**src/hw/rtl/vpbc_pkg.sv**
```systemverilog
// Shared types, widths and codes for the vertex projection and backface cull block.
package vpbc_pkg;

  // Slot count default for the projected point store
  localparam int MAX_VERTICES_DEF = 32;

  // Field widths
  localparam int TRIG_W    = 16;
  localparam int DIST_W    = 10;
  localparam int COORD_W   = 8;
  localparam int IDX_W     = 5;
  localparam int SCR_W     = 16;
  localparam int COLOR_W   = 16;
  localparam int CFG_W     = 16;
  localparam int CFG_IDX_W = 3;

  // Datapath widths
  localparam int Q_FRAC  = 14;               // Q2.14 trig fraction bits
  localparam int MUL_A_W = 32;
  localparam int MUL_B_W = 17;
  localparam int ACC_W   = MUL_A_W + MUL_B_W;
  localparam int ROT_W   = 25;               // yaw-rotated x and z, Q.14
  localparam int CAMY_W  = 28;               // camera y and z after >>14
  localparam int DEPTH_W = 28;               // saturated depth, unsigned
  localparam int MAG_W   = 38;               // |coord * focal|
  localparam int DVD_W   = MAG_W + 4;        // *16 plus rounding bias
  localparam int QUO_W   = DVD_W - Q_FRAC;   // depth >= 2^14 bounds the quotient
  localparam int SUM_W   = QUO_W + 2;        // center term plus signed quotient
  localparam int DIFF_W  = SCR_W + 1;

  localparam logic [DEPTH_W-1:0] MIN_DEPTH = DEPTH_W'(1) << Q_FRAC;

  // Register reset values
  localparam logic [TRIG_W-1:0] COS_YAW_RST   = 16'd16384;
  localparam logic [TRIG_W-1:0] SIN_YAW_RST   = 16'd0;
  localparam logic [TRIG_W-1:0] COS_PITCH_RST = 16'd16384;
  localparam logic [TRIG_W-1:0] SIN_PITCH_RST = 16'd0;
  localparam logic [DIST_W-1:0] CAM_DIST_RST  = 10'd200;
  localparam logic [DIST_W-1:0] FOCAL_RST     = 10'd200;
  localparam logic [DIST_W-1:0] CENTER_X_RST  = 10'd120;
  localparam logic [DIST_W-1:0] CENTER_Y_RST  = 10'd120;

  // Configuration register indexes
  typedef enum logic [CFG_IDX_W-1:0] {
    CFG_COS_YAW   = 3'd0,
    CFG_SIN_YAW   = 3'd1,
    CFG_COS_PITCH = 3'd2,
    CFG_SIN_PITCH = 3'd3,
    CFG_CAM_DIST  = 3'd4,
    CFG_FOCAL     = 3'd5,
    CFG_CENTER_X  = 3'd6,
    CFG_CENTER_Y  = 3'd7
  } cfg_index_t;

  // Operation codes
  localparam logic OP_VERTEX = 1'b0;
  localparam logic OP_FACE   = 1'b1;

  // Sequencer states
  typedef enum logic [10:0] {
    ST_IDLE     = 11'b000_0000_0001,
    ST_MAC      = 11'b000_0000_0010,
    ST_DIV_INIT = 11'b000_0000_0100,
    ST_DIV      = 11'b000_0000_1000,
    ST_DIV_DONE = 11'b000_0001_0000,
    ST_FACE_RD  = 11'b000_0010_0000,
    ST_DIFF     = 11'b000_0100_0000,
    ST_CROSS0   = 11'b000_1000_0000,
    ST_CROSS1   = 11'b001_0000_0000,
    ST_TEST     = 11'b010_0000_0000,
    ST_SPARE    = 11'b100_0000_0000
  } state_t;

  // Multiply-accumulate steps of a vertex
  typedef enum logic [3:0] {
    MS_X_COS  = 4'd0,   // x*cos_yaw
    MS_Z_SIN  = 4'd1,   // - z*sin_yaw      -> rx
    MS_X_SIN  = 4'd2,   // x*sin_yaw
    MS_Z_COS  = 4'd3,   // + z*cos_yaw      -> rz
    MS_Y_CP   = 4'd4,   // ry*cos_pitch
    MS_Z_SP   = 4'd5,   // - rz*sin_pitch   -> camera y
    MS_Y_SP   = 4'd6,   // ry*sin_pitch
    MS_Z_CP   = 4'd7,   // + rz*cos_pitch   -> depth
    MS_RX_FL  = 4'd8,   // rx*focal
    MS_CY_FL  = 4'd9,   // camy*focal
    MS_LAST   = 4'd10   // capture only
  } mac_step_t;

  // Input word
  typedef struct packed {
    logic                      operation;
    logic [IDX_W-1:0]          vertex_index;
    logic signed [COORD_W-1:0] model_x;
    logic signed [COORD_W-1:0] model_y;
    logic signed [COORD_W-1:0] model_z;
    logic [IDX_W-1:0]          corner_a;
    logic [IDX_W-1:0]          corner_b;
    logic [IDX_W-1:0]          corner_c;
    logic [IDX_W-1:0]          corner_d;
    logic [COLOR_W-1:0]        face_color;
  } in_word_t;

  // Result word
  typedef struct packed {
    logic signed [SCR_W-1:0] screen_ax;
    logic signed [SCR_W-1:0] screen_ay;
    logic signed [SCR_W-1:0] screen_bx;
    logic signed [SCR_W-1:0] screen_by;
    logic signed [SCR_W-1:0] screen_cx;
    logic signed [SCR_W-1:0] screen_cy;
    logic signed [SCR_W-1:0] screen_dx;
    logic signed [SCR_W-1:0] screen_dy;
    logic [COLOR_W-1:0]      quad_color;
  } out_word_t;

endpackage

```
**src/hw/rtl/vertex_project_backface_cull_top.sv**
```systemverilog
// Vertex projection to screen space and quad backface cull, one shared MAC and divider.
//
//  channel | ports                          | direction | moves
//  --------+--------------------------------+-----------+-------------------------------
//  in      | in_valid, in_ready, in_data    | in        | vertex or face word
//  out     | out_valid, out_ready, out_data | out       | visible quad word
//  cfg     | cfg_we, cfg_index, cfg_wdata   | in        | register write, no wait
//
// A vertex word holds the block for 11 steps on the shared 32x17 MAC, then two passes
// (setup, 28 quotient bits, finish) through the restoring divider.
// A face word holds it for the four reads through the single read port of the point store,
// then differences, two MAC steps and the sign test, plus any wait on a full output register.
// in_ready is high only when the sequencer is idle. Reset is synchronous; the point store
// is not cleared, and a slot read before it is written returns unknown data.
module vertex_project_backface_cull_top #(
  parameter int MAX_VERTICES = vpbc_pkg::MAX_VERTICES_DEF
) (
  input  logic                              clk,
  input  logic                              rst_n,
  input  logic                              in_valid,
  output logic                              in_ready,
  input  vpbc_pkg::in_word_t                in_data,
  output logic                              out_valid,
  input  logic                              out_ready,
  output vpbc_pkg::out_word_t               out_data,
  input  logic                              cfg_we,
  input  logic [vpbc_pkg::CFG_IDX_W-1:0]    cfg_index,
  input  logic [vpbc_pkg::CFG_W-1:0]        cfg_wdata
);

  localparam int ADDR_W = $clog2(MAX_VERTICES);
  localparam int DCNT_W = $clog2(vpbc_pkg::QUO_W);
  localparam int MEM_W  = 2 * vpbc_pkg::SCR_W;
  localparam int SW     = vpbc_pkg::SCR_W;
  localparam int AW     = vpbc_pkg::ACC_W;
  localparam int QF     = vpbc_pkg::Q_FRAC;
  localparam int DW     = vpbc_pkg::DEPTH_W;
  localparam int QW     = vpbc_pkg::QUO_W;

  // Configuration registers
  logic signed [vpbc_pkg::TRIG_W-1:0] cos_yaw_r, sin_yaw_r, cos_pitch_r, sin_pitch_r;
  logic [vpbc_pkg::DIST_W-1:0]        cam_dist_r, focal_r, center_x_r, center_y_r;

  // Sequencer
  vpbc_pkg::state_t    state_r, state_nxt;
  vpbc_pkg::mac_step_t mstep_r, mstep_nxt;
  logic [DCNT_W-1:0]   dcnt_r, dcnt_nxt;
  logic [2:0]          fcnt_r, fcnt_nxt;
  logic                which_r, which_nxt;

  // Held input word
  vpbc_pkg::in_word_t in_r;

  // Shared MAC
  logic                               mac_en, mac_clr, mac_sub;
  logic signed [vpbc_pkg::MUL_A_W-1:0] mul_a;
  logic signed [vpbc_pkg::MUL_B_W-1:0] mul_b;
  logic signed [AW-1:0]               prod, acc_r, acc_nxt, acc_abs;

  // Vertex intermediates
  logic signed [vpbc_pkg::ROT_W-1:0]  rx_r, rz_r;
  logic signed [vpbc_pkg::CAMY_W-1:0] camy_r, camz;
  logic signed [DW:0]                 dep_sum;
  logic [DW-1:0]                      depth_r;
  logic                               negx_r, negy_r;
  logic [vpbc_pkg::MAG_W-1:0]         magx_r, magy_r;
  logic signed [SW-1:0]               sx_r;

  // Divider
  logic [DW-1:0]              rem_r;
  logic [QW-1:0]              quo_r;
  logic [vpbc_pkg::DVD_W-1:0] dvd;
  logic [DW:0]                div_sh, div_trial;
  logic                       neg_eff;
  logic signed [vpbc_pkg::SUM_W-1:0] q_term, c_term, scr_sum;
  logic signed [SW-1:0]       scr_sat;

  // Point store
  logic [MEM_W-1:0]  mem [MAX_VERTICES];
  logic              mem_we, mem_re, idx_ok;
  logic [ADDR_W-1:0] wr_addr, rd_addr;
  logic [vpbc_pkg::IDX_W-1:0] rd_idx;
  logic [MEM_W-1:0]  rd_data_r;
  logic              rd_ok_r;
  logic [1:0]        cap_idx;

  // Face datapath
  logic signed [SW-1:0]               px_r [4];
  logic signed [SW-1:0]               py_r [4];
  logic signed [vpbc_pkg::DIFF_W-1:0] d1_r, d2_r, d3_r, d4_r;
  logic                               visible, out_load;

  // Output register
  logic                out_valid_r, out_valid_nxt;
  vpbc_pkg::out_word_t out_r;

  function automatic logic signed [SW-1:0] sat_scr(input logic signed [vpbc_pkg::SUM_W-1:0] v);
    logic signed [vpbc_pkg::SUM_W-1:0] hi, lo;
    hi = vpbc_pkg::SUM_W'(32767);
    lo = -vpbc_pkg::SUM_W'(32768);
    if (v > hi) begin
      return 16'sh7fff;
    end else if (v < lo) begin
      return 16'sh8000;
    end
    return v[SW-1:0];
  endfunction

  assign in_ready  = (state_r == vpbc_pkg::ST_IDLE);
  assign out_valid = out_valid_r;
  assign out_data  = out_r;

  // Configuration writes
  always_ff @(posedge clk) begin
    if (!rst_n) begin
      cos_yaw_r   <= vpbc_pkg::COS_YAW_RST;
      sin_yaw_r   <= vpbc_pkg::SIN_YAW_RST;
      cos_pitch_r <= vpbc_pkg::COS_PITCH_RST;
      sin_pitch_r <= vpbc_pkg::SIN_PITCH_RST;
      cam_dist_r  <= vpbc_pkg::CAM_DIST_RST;
      focal_r     <= vpbc_pkg::FOCAL_RST;
      center_x_r  <= vpbc_pkg::CENTER_X_RST;
      center_y_r  <= vpbc_pkg::CENTER_Y_RST;
    end else if (cfg_we) begin
      case (vpbc_pkg::cfg_index_t'(cfg_index))
        vpbc_pkg::CFG_COS_YAW:   cos_yaw_r   <= cfg_wdata;
        vpbc_pkg::CFG_SIN_YAW:   sin_yaw_r   <= cfg_wdata;
        vpbc_pkg::CFG_COS_PITCH: cos_pitch_r <= cfg_wdata;
        vpbc_pkg::CFG_SIN_PITCH: sin_pitch_r <= cfg_wdata;
        vpbc_pkg::CFG_CAM_DIST:  cam_dist_r  <= cfg_wdata[vpbc_pkg::DIST_W-1:0];
        vpbc_pkg::CFG_FOCAL:     focal_r     <= cfg_wdata[vpbc_pkg::DIST_W-1:0];
        vpbc_pkg::CFG_CENTER_X:  center_x_r  <= cfg_wdata[vpbc_pkg::DIST_W-1:0];
        vpbc_pkg::CFG_CENTER_Y:  center_y_r  <= cfg_wdata[vpbc_pkg::DIST_W-1:0];
        default: ;
      endcase
    end
  end

  // MAC operand select
  always_comb begin
    mac_en  = 1'b0;
    mac_clr = 1'b0;
    mac_sub = 1'b0;
    mul_a   = '0;
    mul_b   = '0;
    case (state_r)
      vpbc_pkg::ST_MAC: begin
        mac_en = 1'b1;
        case (mstep_r)
          vpbc_pkg::MS_X_COS: begin
            mac_clr = 1'b1;
            mul_a   = {{24{in_r.model_x[7]}}, in_r.model_x};
            mul_b   = {cos_yaw_r[15], cos_yaw_r};
          end
          vpbc_pkg::MS_Z_SIN: begin
            mac_sub = 1'b1;
            mul_a   = {{24{in_r.model_z[7]}}, in_r.model_z};
            mul_b   = {sin_yaw_r[15], sin_yaw_r};
          end
          vpbc_pkg::MS_X_SIN: begin
            mac_clr = 1'b1;
            mul_a   = {{24{in_r.model_x[7]}}, in_r.model_x};
            mul_b   = {sin_yaw_r[15], sin_yaw_r};
          end
          vpbc_pkg::MS_Z_COS: begin
            mul_a = {{24{in_r.model_z[7]}}, in_r.model_z};
            mul_b = {cos_yaw_r[15], cos_yaw_r};
          end
          vpbc_pkg::MS_Y_CP: begin
            mac_clr = 1'b1;
            mul_a   = {{10{in_r.model_y[7]}}, in_r.model_y, 14'b0};
            mul_b   = {cos_pitch_r[15], cos_pitch_r};
          end
          vpbc_pkg::MS_Z_SP: begin
            mac_sub = 1'b1;
            mul_a   = {{7{rz_r[24]}}, rz_r};
            mul_b   = {sin_pitch_r[15], sin_pitch_r};
          end
          vpbc_pkg::MS_Y_SP: begin
            mac_clr = 1'b1;
            mul_a   = {{10{in_r.model_y[7]}}, in_r.model_y, 14'b0};
            mul_b   = {sin_pitch_r[15], sin_pitch_r};
          end
          vpbc_pkg::MS_Z_CP: begin
            mul_a = {{7{rz_r[24]}}, rz_r};
            mul_b = {cos_pitch_r[15], cos_pitch_r};
          end
          vpbc_pkg::MS_RX_FL: begin
            mac_clr = 1'b1;
            mul_a   = {{7{rx_r[24]}}, rx_r};
            mul_b   = {7'b0, focal_r};
          end
          vpbc_pkg::MS_CY_FL: begin
            mac_clr = 1'b1;
            mul_a   = {{4{camy_r[27]}}, camy_r};
            mul_b   = {7'b0, focal_r};
          end
          default: mac_en = 1'b0;
        endcase
      end
      vpbc_pkg::ST_CROSS0: begin
        mac_en  = 1'b1;
        mac_clr = 1'b1;
        mul_a   = {{15{d1_r[16]}}, d1_r};
        mul_b   = d2_r;
      end
      vpbc_pkg::ST_CROSS1: begin
        mac_en  = 1'b1;
        mac_sub = 1'b1;
        mul_a   = {{15{d3_r[16]}}, d3_r};
        mul_b   = d4_r;
      end
      default: ;
    endcase
  end

  assign prod    = mul_a * mul_b;
  assign acc_nxt = (mac_clr ? '0 : acc_r) + (mac_sub ? -prod : prod);
  assign acc_abs = acc_r[AW-1] ? -acc_r : acc_r;

  // Depth from camera z, clamped to one model unit
  assign camz    = acc_r[vpbc_pkg::CAMY_W+QF-1:QF];
  assign dep_sum = {camz[vpbc_pkg::CAMY_W-1], camz} + {5'b0, cam_dist_r, 14'b0};

  // Divider setup and one quotient bit per cycle
  assign dvd       = {(which_r ? magy_r : magx_r), 4'b0} + vpbc_pkg::DVD_W'(depth_r >> 1);
  assign div_sh    = {rem_r, quo_r[QW-1]};
  assign div_trial = div_sh - {1'b0, depth_r};

  // Signed rounded quotient onto the screen center
  assign neg_eff = which_r ? ~negy_r : negx_r;
  assign q_term  = neg_eff ? -{2'b0, quo_r} : {2'b0, quo_r};
  assign c_term  = {16'b0, (which_r ? center_y_r : center_x_r), 4'b0};
  assign scr_sum = c_term + q_term;
  assign scr_sat = sat_scr(scr_sum);

  // Point store addressing
  assign idx_ok  = (32'(in_r.vertex_index) < MAX_VERTICES);
  assign wr_addr = ADDR_W'(in_r.vertex_index);
  assign mem_we  = (state_r == vpbc_pkg::ST_DIV_DONE) && which_r && idx_ok;
  assign mem_re  = (state_r == vpbc_pkg::ST_FACE_RD) && !fcnt_r[2];
  assign rd_addr = ADDR_W'(rd_idx);
  assign cap_idx = 2'(fcnt_r - 3'd1);

  always_comb begin
    case (fcnt_r[1:0])
      2'd0:    rd_idx = in_r.corner_a;
      2'd1:    rd_idx = in_r.corner_b;
      2'd2:    rd_idx = in_r.corner_c;
      default: rd_idx = in_r.corner_d;
    endcase
  end

  always_ff @(posedge clk) begin
    if (mem_we) begin
      mem[wr_addr] <= {sx_r, scr_sat};
    end
  end

  always_ff @(posedge clk) begin
    if (mem_re) begin
      rd_data_r <= mem[rd_addr];
      rd_ok_r   <= (32'(rd_idx) < MAX_VERTICES);
    end
  end

  // Cull test and output load
  assign visible  = !acc_r[AW-1] && (acc_r != '0);
  assign out_load = (state_r == vpbc_pkg::ST_TEST) && visible && (!out_valid_r || out_ready);
  assign out_valid_nxt = out_load || (out_valid_r && !out_ready);

  // Sequencer next state
  always_comb begin
    state_nxt = state_r;
    mstep_nxt = mstep_r;
    dcnt_nxt  = dcnt_r;
    fcnt_nxt  = fcnt_r;
    which_nxt = which_r;
    case (state_r)
      vpbc_pkg::ST_IDLE: begin
        if (in_valid) begin
          mstep_nxt = vpbc_pkg::MS_X_COS;
          fcnt_nxt  = 3'd0;
          which_nxt = 1'b0;
          state_nxt = (in_data.operation == vpbc_pkg::OP_FACE) ?
                      vpbc_pkg::ST_FACE_RD : vpbc_pkg::ST_MAC;
        end
      end
      vpbc_pkg::ST_MAC: begin
        if (mstep_r == vpbc_pkg::MS_LAST) begin
          state_nxt = vpbc_pkg::ST_DIV_INIT;
        end else begin
          mstep_nxt = vpbc_pkg::mac_step_t'(mstep_r + 4'd1);
        end
      end
      vpbc_pkg::ST_DIV_INIT: begin
        dcnt_nxt  = '0;
        state_nxt = vpbc_pkg::ST_DIV;
      end
      vpbc_pkg::ST_DIV: begin
        if (dcnt_r == DCNT_W'(QW - 1)) begin
          state_nxt = vpbc_pkg::ST_DIV_DONE;
        end else begin
          dcnt_nxt = dcnt_r + DCNT_W'(1);
        end
      end
      vpbc_pkg::ST_DIV_DONE: begin
        if (!which_r) begin
          which_nxt = 1'b1;
          state_nxt = vpbc_pkg::ST_DIV_INIT;
        end else begin
          state_nxt = vpbc_pkg::ST_IDLE;
        end
      end
      vpbc_pkg::ST_FACE_RD: begin
        if (fcnt_r[2]) begin
          state_nxt = vpbc_pkg::ST_DIFF;
        end else begin
          fcnt_nxt = fcnt_r + 3'd1;
        end
      end
      vpbc_pkg::ST_DIFF:   state_nxt = vpbc_pkg::ST_CROSS0;
      vpbc_pkg::ST_CROSS0: state_nxt = vpbc_pkg::ST_CROSS1;
      vpbc_pkg::ST_CROSS1: state_nxt = vpbc_pkg::ST_TEST;
      vpbc_pkg::ST_TEST: begin
        if (!visible || out_load) begin
          state_nxt = vpbc_pkg::ST_IDLE;
        end
      end
      default: state_nxt = vpbc_pkg::ST_IDLE;
    endcase
  end

  // Control registers
  always_ff @(posedge clk) begin
    if (!rst_n) begin
      state_r     <= vpbc_pkg::ST_IDLE;
      mstep_r     <= vpbc_pkg::MS_X_COS;
      dcnt_r      <= '0;
      fcnt_r      <= '0;
      which_r     <= 1'b0;
      out_valid_r <= 1'b0;
    end else begin
      state_r     <= state_nxt;
      mstep_r     <= mstep_nxt;
      dcnt_r      <= dcnt_nxt;
      fcnt_r      <= fcnt_nxt;
      which_r     <= which_nxt;
      out_valid_r <= out_valid_nxt;
    end
  end

  // Datapath registers
  always_ff @(posedge clk) begin
    if (in_valid && in_ready) begin
      in_r <= in_data;
    end
    if (mac_en) begin
      acc_r <= acc_nxt;
    end

    // captures are made in the MAC step after the one that produced them
    if (state_r == vpbc_pkg::ST_MAC) begin
      case (mstep_r)
        vpbc_pkg::MS_X_SIN: rx_r   <= acc_r[vpbc_pkg::ROT_W-1:0];
        vpbc_pkg::MS_Y_CP:  rz_r   <= acc_r[vpbc_pkg::ROT_W-1:0];
        vpbc_pkg::MS_Y_SP:  camy_r <= camz;
        vpbc_pkg::MS_RX_FL: begin
          if (dep_sum[DW] || (dep_sum[DW-1:0] < vpbc_pkg::MIN_DEPTH)) begin
            depth_r <= vpbc_pkg::MIN_DEPTH;
          end else begin
            depth_r <= dep_sum[DW-1:0];
          end
        end
        vpbc_pkg::MS_CY_FL: begin
          negx_r <= acc_r[AW-1];
          magx_r <= acc_abs[vpbc_pkg::MAG_W-1:0];
        end
        vpbc_pkg::MS_LAST: begin
          negy_r <= acc_r[AW-1];
          magy_r <= acc_abs[vpbc_pkg::MAG_W-1:0];
        end
        default: ;
      endcase
    end

    // restoring divide; top dividend bits sit below the divisor at start
    if (state_r == vpbc_pkg::ST_DIV_INIT) begin
      rem_r <= DW'(dvd[vpbc_pkg::DVD_W-1:QW]);
      quo_r <= dvd[QW-1:0];
    end else if (state_r == vpbc_pkg::ST_DIV) begin
      if (!div_trial[DW]) begin
        rem_r <= div_trial[DW-1:0];
        quo_r <= {quo_r[QW-2:0], 1'b1};
      end else begin
        rem_r <= div_sh[DW-1:0];
        quo_r <= {quo_r[QW-2:0], 1'b0};
      end
    end

    if ((state_r == vpbc_pkg::ST_DIV_DONE) && !which_r) begin
      sx_r <= scr_sat;
    end

    // corner capture; slots beyond the store read as the origin
    if ((state_r == vpbc_pkg::ST_FACE_RD) && (fcnt_r != 3'd0)) begin
      px_r[cap_idx] <= rd_ok_r ? rd_data_r[MEM_W-1:SW] : '0;
      py_r[cap_idx] <= rd_ok_r ? rd_data_r[SW-1:0] : '0;
    end

    if (state_r == vpbc_pkg::ST_DIFF) begin
      d1_r <= {px_r[1][SW-1], px_r[1]} - {px_r[0][SW-1], px_r[0]};
      d2_r <= {py_r[2][SW-1], py_r[2]} - {py_r[0][SW-1], py_r[0]};
      d3_r <= {py_r[1][SW-1], py_r[1]} - {py_r[0][SW-1], py_r[0]};
      d4_r <= {px_r[2][SW-1], px_r[2]} - {px_r[0][SW-1], px_r[0]};
    end

    if (out_load) begin
      out_r.screen_ax  <= px_r[0];
      out_r.screen_ay  <= py_r[0];
      out_r.screen_bx  <= px_r[1];
      out_r.screen_by  <= py_r[1];
      out_r.screen_cx  <= px_r[2];
      out_r.screen_cy  <= py_r[2];
      out_r.screen_dx  <= px_r[3];
      out_r.screen_dy  <= py_r[3];
      out_r.quad_color <= in_r.face_color;
    end
  end

`ifndef ASSERT_OFF
  // a result only ever appears out of the cull test
  a_out_from_test: assert property (@(posedge clk) disable iff (!rst_n)
    $rose(out_valid_r) |-> $past(state_r == vpbc_pkg::ST_TEST))
    else $error("result raised outside the cull test");

  // divider remainder stays below the divisor
  a_div_rem: assert property (@(posedge clk) disable iff (!rst_n)
    (state_r == vpbc_pkg::ST_DIV) |-> (rem_r < depth_r))
    else $error("divider remainder not below depth");

  // depth is clamped before any divide starts
  a_depth_min: assert property (@(posedge clk) disable iff (!rst_n)
    (state_r == vpbc_pkg::ST_DIV_INIT) |-> (depth_r >= vpbc_pkg::MIN_DEPTH))
    else $error("depth below one model unit at divide");
`endif

endmodule
```
**config.mk**
```make
export PLATFORM = sky130hd
export DESIGN_NAME = vertex_project_backface_cull_top
export DESIGN_NICKNAME = d
export VERILOG_FILES = /design/src/hw/rtl/vpbc_pkg.sv /design/src/hw/rtl/vertex_project_backface_cull_top.sv
export SDC_FILE = /design/constraint.sdc
export NUM_CORES = 2
export LEC_CHECK = 0
export BUFFER_PORTS_ARGS = -buffer_cell sky130_fd_sc_hd__buf_2
export CAP_MARGIN = 5
export CORE_MARGIN = 5
export CORE_UTILIZATION = 57
export CTS_CLUSTER_DIAMETER = 60
export DETAILED_ROUTE_END_ITERATION = 10
export PLACE_DENSITY = 0.77
export SYNTH_ARGS = -nofsm -noshare
export SYNTH_HDL_FRONTEND = slang
export SYNTH_SLANG_ARGS = --single-unit
```
**constraint.sdc**
```tcl
create_clock -name clk -period 12.65 [get_ports clk]
set_input_delay 0 -clock clk [delete_from_list [all_inputs] [get_ports clk]]
set_output_delay 0 -clock clk [all_outputs]
set_load 0.01 [all_outputs]
```
==> results.md <==
| Parameter | Reported |
| --- | --- |
| Floorplan core area | 0.176 mm2 |
| Critical-path maximum fanout | 24 |
| Drt first-iter violations | 7955 |
| Routed wirelength normalized by instance count | 25.2 um |
| Total nets after synthesis | 9381 |
| Worst skew pair latency | 0.89 ns |
| Inst Count DP | 10900 |
| Total clock sinks | 1894 |
| Filler cell count in the final layout | 12800 |
| Result of the run | finished clean |
| Setup_tns | 0 ns |
| Antenna viol nets, final | 0 |
| Detailed-placement wirelength estimate | 193000 um |
| Mean instance size in the synthesized netlist | 11.8 um2 |
| Clock-pin slew on the worst setup and hold paths | 0.06 ns |
| Number of primary I/O pins | 236 |
| Setup slack of the critical path after layout | 0.457 ns |
| Share of final-layout standard cells stronger than drive strength 1 | 10.8% |
| Total CTS buffers | 189 |
| Largest area contributor in the synthesized netlist | edfxtp_1 |
| Leak | 43.2 nW |
| Final worst path period need | 12.19 ns |
| DIE WIDTH | 430 um |
| Net load switching power | 3.11 mW |
| Overall overflow remaining after global route | 0 |
| Via count | 70500 |
| DRC violations left | 0 |
| Worst-case reg-to-reg path depth | 44 |
| Sequential share of the synthesized area | 55.1% |
| Final Routed Wirelength | 289000 um |
| Number of cells on the worst hold path | 4 |
| Worst setup path category | flip-flop to flip-flop |
| Switching fraction of total power | 23.1% |
| Vertical die dimension | 430 um |
| Final number of setup-violating endpoints | 0 |
| Async SR Flop Fraction | 0% |
| Number of instances in the synthesized netlist | 8497 |
| Initial standard-cell utilization of the core | 57.2% |
| Wire length of the first global-routing pass | 428000 um |
| Non-filler cells, final | 11500 |
| Slew of the pin with the lowest slew margin | 1.21 ns |
| Data arrival time of the critical path | 12.77 ns |
| Area fraction of the dominant cell type after synthesis | 52.3% |
| Post-layout net count | 9839 |
| Hold Worst Slack | 0.0983 ns |
| Leading post-synthesis cells by cell area | edfxtp_1, fa_1, nand2_1 |
| Multi-input gate area in the final layout | 0.0415 mm2 |
| Gp weighted congestion | 0.955 |
| Portion of total power attributed to sequential cells | 50.8% |
| CTS root buffer | clkbuf_16 |
| Post-synthesis instance area | 0.101 mm2 |
| Max-slew violation total from the final report | 0 |
| Cell at the slowest stage of the critical path | or4b_1 |
| Floorplan die area | 0.185 mm2 |
| Initial antenna violation count | 13 |
| Dpl ws | 0.308 ns |
| Worst VDD drop | 0.187 mV |
| Biggest cell delay along the critical path | 0.63 ns |
| Count of buffering cells on the critical path with inverters included | 12 |
| Internal power contribution | 10.4 mW |
| Maximum root-to-sink buffer count | 3 |
| Commonest cells in the netlist | edfxtp_1, nand2_1, inv_1, nor2_1, fa_1 |
| Warnings from Yosys | 0 |
| Clock group share of total power | 42.8% |
| Vias per cell | 6.15 |
| First-pass DRT Iterations | 8 |
| Number of synthesized flops with an enable pin | 1752 |
| Most used cell along the critical path | buf_4 |
| Fmax achieved | 82.0 MHz |
| Via count of the first global-routing pass | 69300 |
| CP required | 13.23 ns |
| Setup clock skew after layout | 0.0942 ns |
| Clock tree from TritonCTS | built |
| Period utilization | 96.4% |
| IO Port Bufs | 235 |
| Layout Area Growth over Synthesis | 13.5% |
| Critical path startpoint category | flip-flop |
| Comb power frac | 6.4% |
| Hold violation count in the final report | 0 |
| Stages on the worst setup path | 44 |
| Global-route usage over all layers | 30.5% |
| Distinct cells, synth | 83 |
| Max-slew headroom at the worst pin | 19.0% |
| Hold WC Path Type | primary input to flip-flop |
| Crit. End Element | flip-flop |
| Area occupied by registers | 0.0555 mm2 |
| Pwr per Cell Area | 118 mW/mm2 |
| Deepest level of the CTS H-tree | 4 |
| Most frequently used flop master after synthesis | edfxtp_1 |
| Pwr Total | 13.5 mW |
| Max-cap check violation count | 0 |
| CP top delay family | adder cells |
| Most used standard cell by instance count after synthesis | edfxtp_1 |
| Synthesis-stage register bit count | 1894 |
| Maximum number of pins on one net before global-route repair | 198 |
| Standard-cell row count | 154 |
## through the flow
stage / area (um2) / util, %
finish: 114000 / 65.0
global route: 114000 / 64.9
CTS: 114000 / 64.9
detailed placement: 106000 / 60.2
global placement: 106000 / 60.2
floorplan: 101000 / -
## cells by family (layout without fill, tap and decap cells)
family	after synthesis	count (layout)	share of synthesized area [%]
fa+ha+maj	794	794	13.5
flops	1894	1894	55.1
simple gates	2490	2490	11.1
buf+inv	1118	1735	4.18
mux	86	86	0.907
compound gates	1799	1799	12.4
other cells	0	6	0
xor+xnor	316	316	2.77
## sequential cells by signal, indices dropped and copies added, names as in the netlist, 17 cells and up
| register | cells |
|---|---|
| magy_r | 38 |
| depth_r | 28 |
| in_r | 60 |
| rem_r | 28 |
| acc_r | 49 |
| d1_r | 17 |
| py_r | 64 |
| out_data | 144 |
| d4_r | 17 |
| magx_r | 38 |
| rz_r | 25 |
| rd_data_r | 32 |
| rx_r | 25 |
| d2_r | 17 |
| mem | 1024 |
| d3_r | 17 |
| camy_r | 28 |
| px_r | 64 |
| quo_r | 28 |
## tightest hold or removal path: cells and delay by family
kind / cells / cell delay (ns)
AND/OR/NAND/NOR: 1 / 0.05
buffers and inverters: 2 / 0.76
AO/OA/AOI/OAI: 1 / 0.06
## layer usage
metal / vias to the layer above / wire, um / GRT usage [%]
met3: 793 / 23700 / 4.99
li1: 31200 / - / -
met5: - / 0 / 0
met1: 34900 / 106000 / 38.5
met2: 3584 / 139000 / 50.0
met4: 0 / 20400 / 18.2
## cell usage in the layout (no fill, tap or decap), types with 32 or more instances in the layout
cell type      synthesis  layout
a21oi_1              298     296
a31oi_1              161     158
nand3_1               84      83
buf_2                  4     235
o31ai_1               32      32
mux2_2                41      40
o21ai_0              213     211
xor2_1               108     108
a21boi_0             115     115
clkinv_2               0      32
fa_1                 485     485
clkbuf_16              0     191
nor3_1                68      62
dlygate4sd3_1          0     166
o21a_1                39      37
xnor2_1              207     206
nor2b_1               53      52
nand2_1             1209    1207
a21o_1               155     155
nor2_1               504     465
buf_4                  0     272
a211oi_1             372     371
and2_1               346     346
nor2_4                 0      35
clkbuf_1             389      34
dfxtp_1              142     139
inv_1                697     696
nand2b_1              47      47
ha_1                 309     308
mux2i_1               45      40
edfxtp_1            1752    1752
a22oi_1               58      58
a311oi_1             129     129
## path summary, 6_finish.rpt
path | slack [ns] | from | endpoint
worst max-delay path | 0.46 | mstep_r[2] | acc_r[47]
worst min-delay path | 0.1 | cfg_wdata[11] | cos_pitch_r[11]
worst max register to register | 0.46 | mstep_r[2] | acc_r[47]
worst min register to register | 0.37 | in_r[4] | out_data[4]
## power by group through the flow
stage               clock network [mW]  logic (mW)  registers (mW)
finish                            5.76       0.867            6.84
global route                      6.08       0.930            6.84
CTS                               5.79       0.854            6.84
detailed placement                   0       0.804            6.97
global placement                     0       0.782            6.97
floorplan                            0       0.544            6.95
## cell type report
| class | instances | share of cell area [%] |
|---|---|---|
| well taps | 2340 | 2.57 |
| clock inverters | 123 | 1.35 |
| flip-flops and latches | 1894 | 48.6 |
| diodes | 6 | 0.0132 |
| clock buffers | 227 | 4.32 |
| repair buffers | 688 | 4.54 |
| inverters | 697 | 2.29 |
| multi-input cells | 5485 | 36.3 |
## repair_timing
| item | CTS | global route |
|---|---|---|
| setup endpoints to repair | 0 | 8 |
| hold buffers | 166 | 0 |
| buffers inserted | 0 | 3 |
| endpoints found under the hold margin | 212 | 0 |
| resized for setup | 0 | 29 |
No activity file was read; power rests on OpenSTA's default activity.
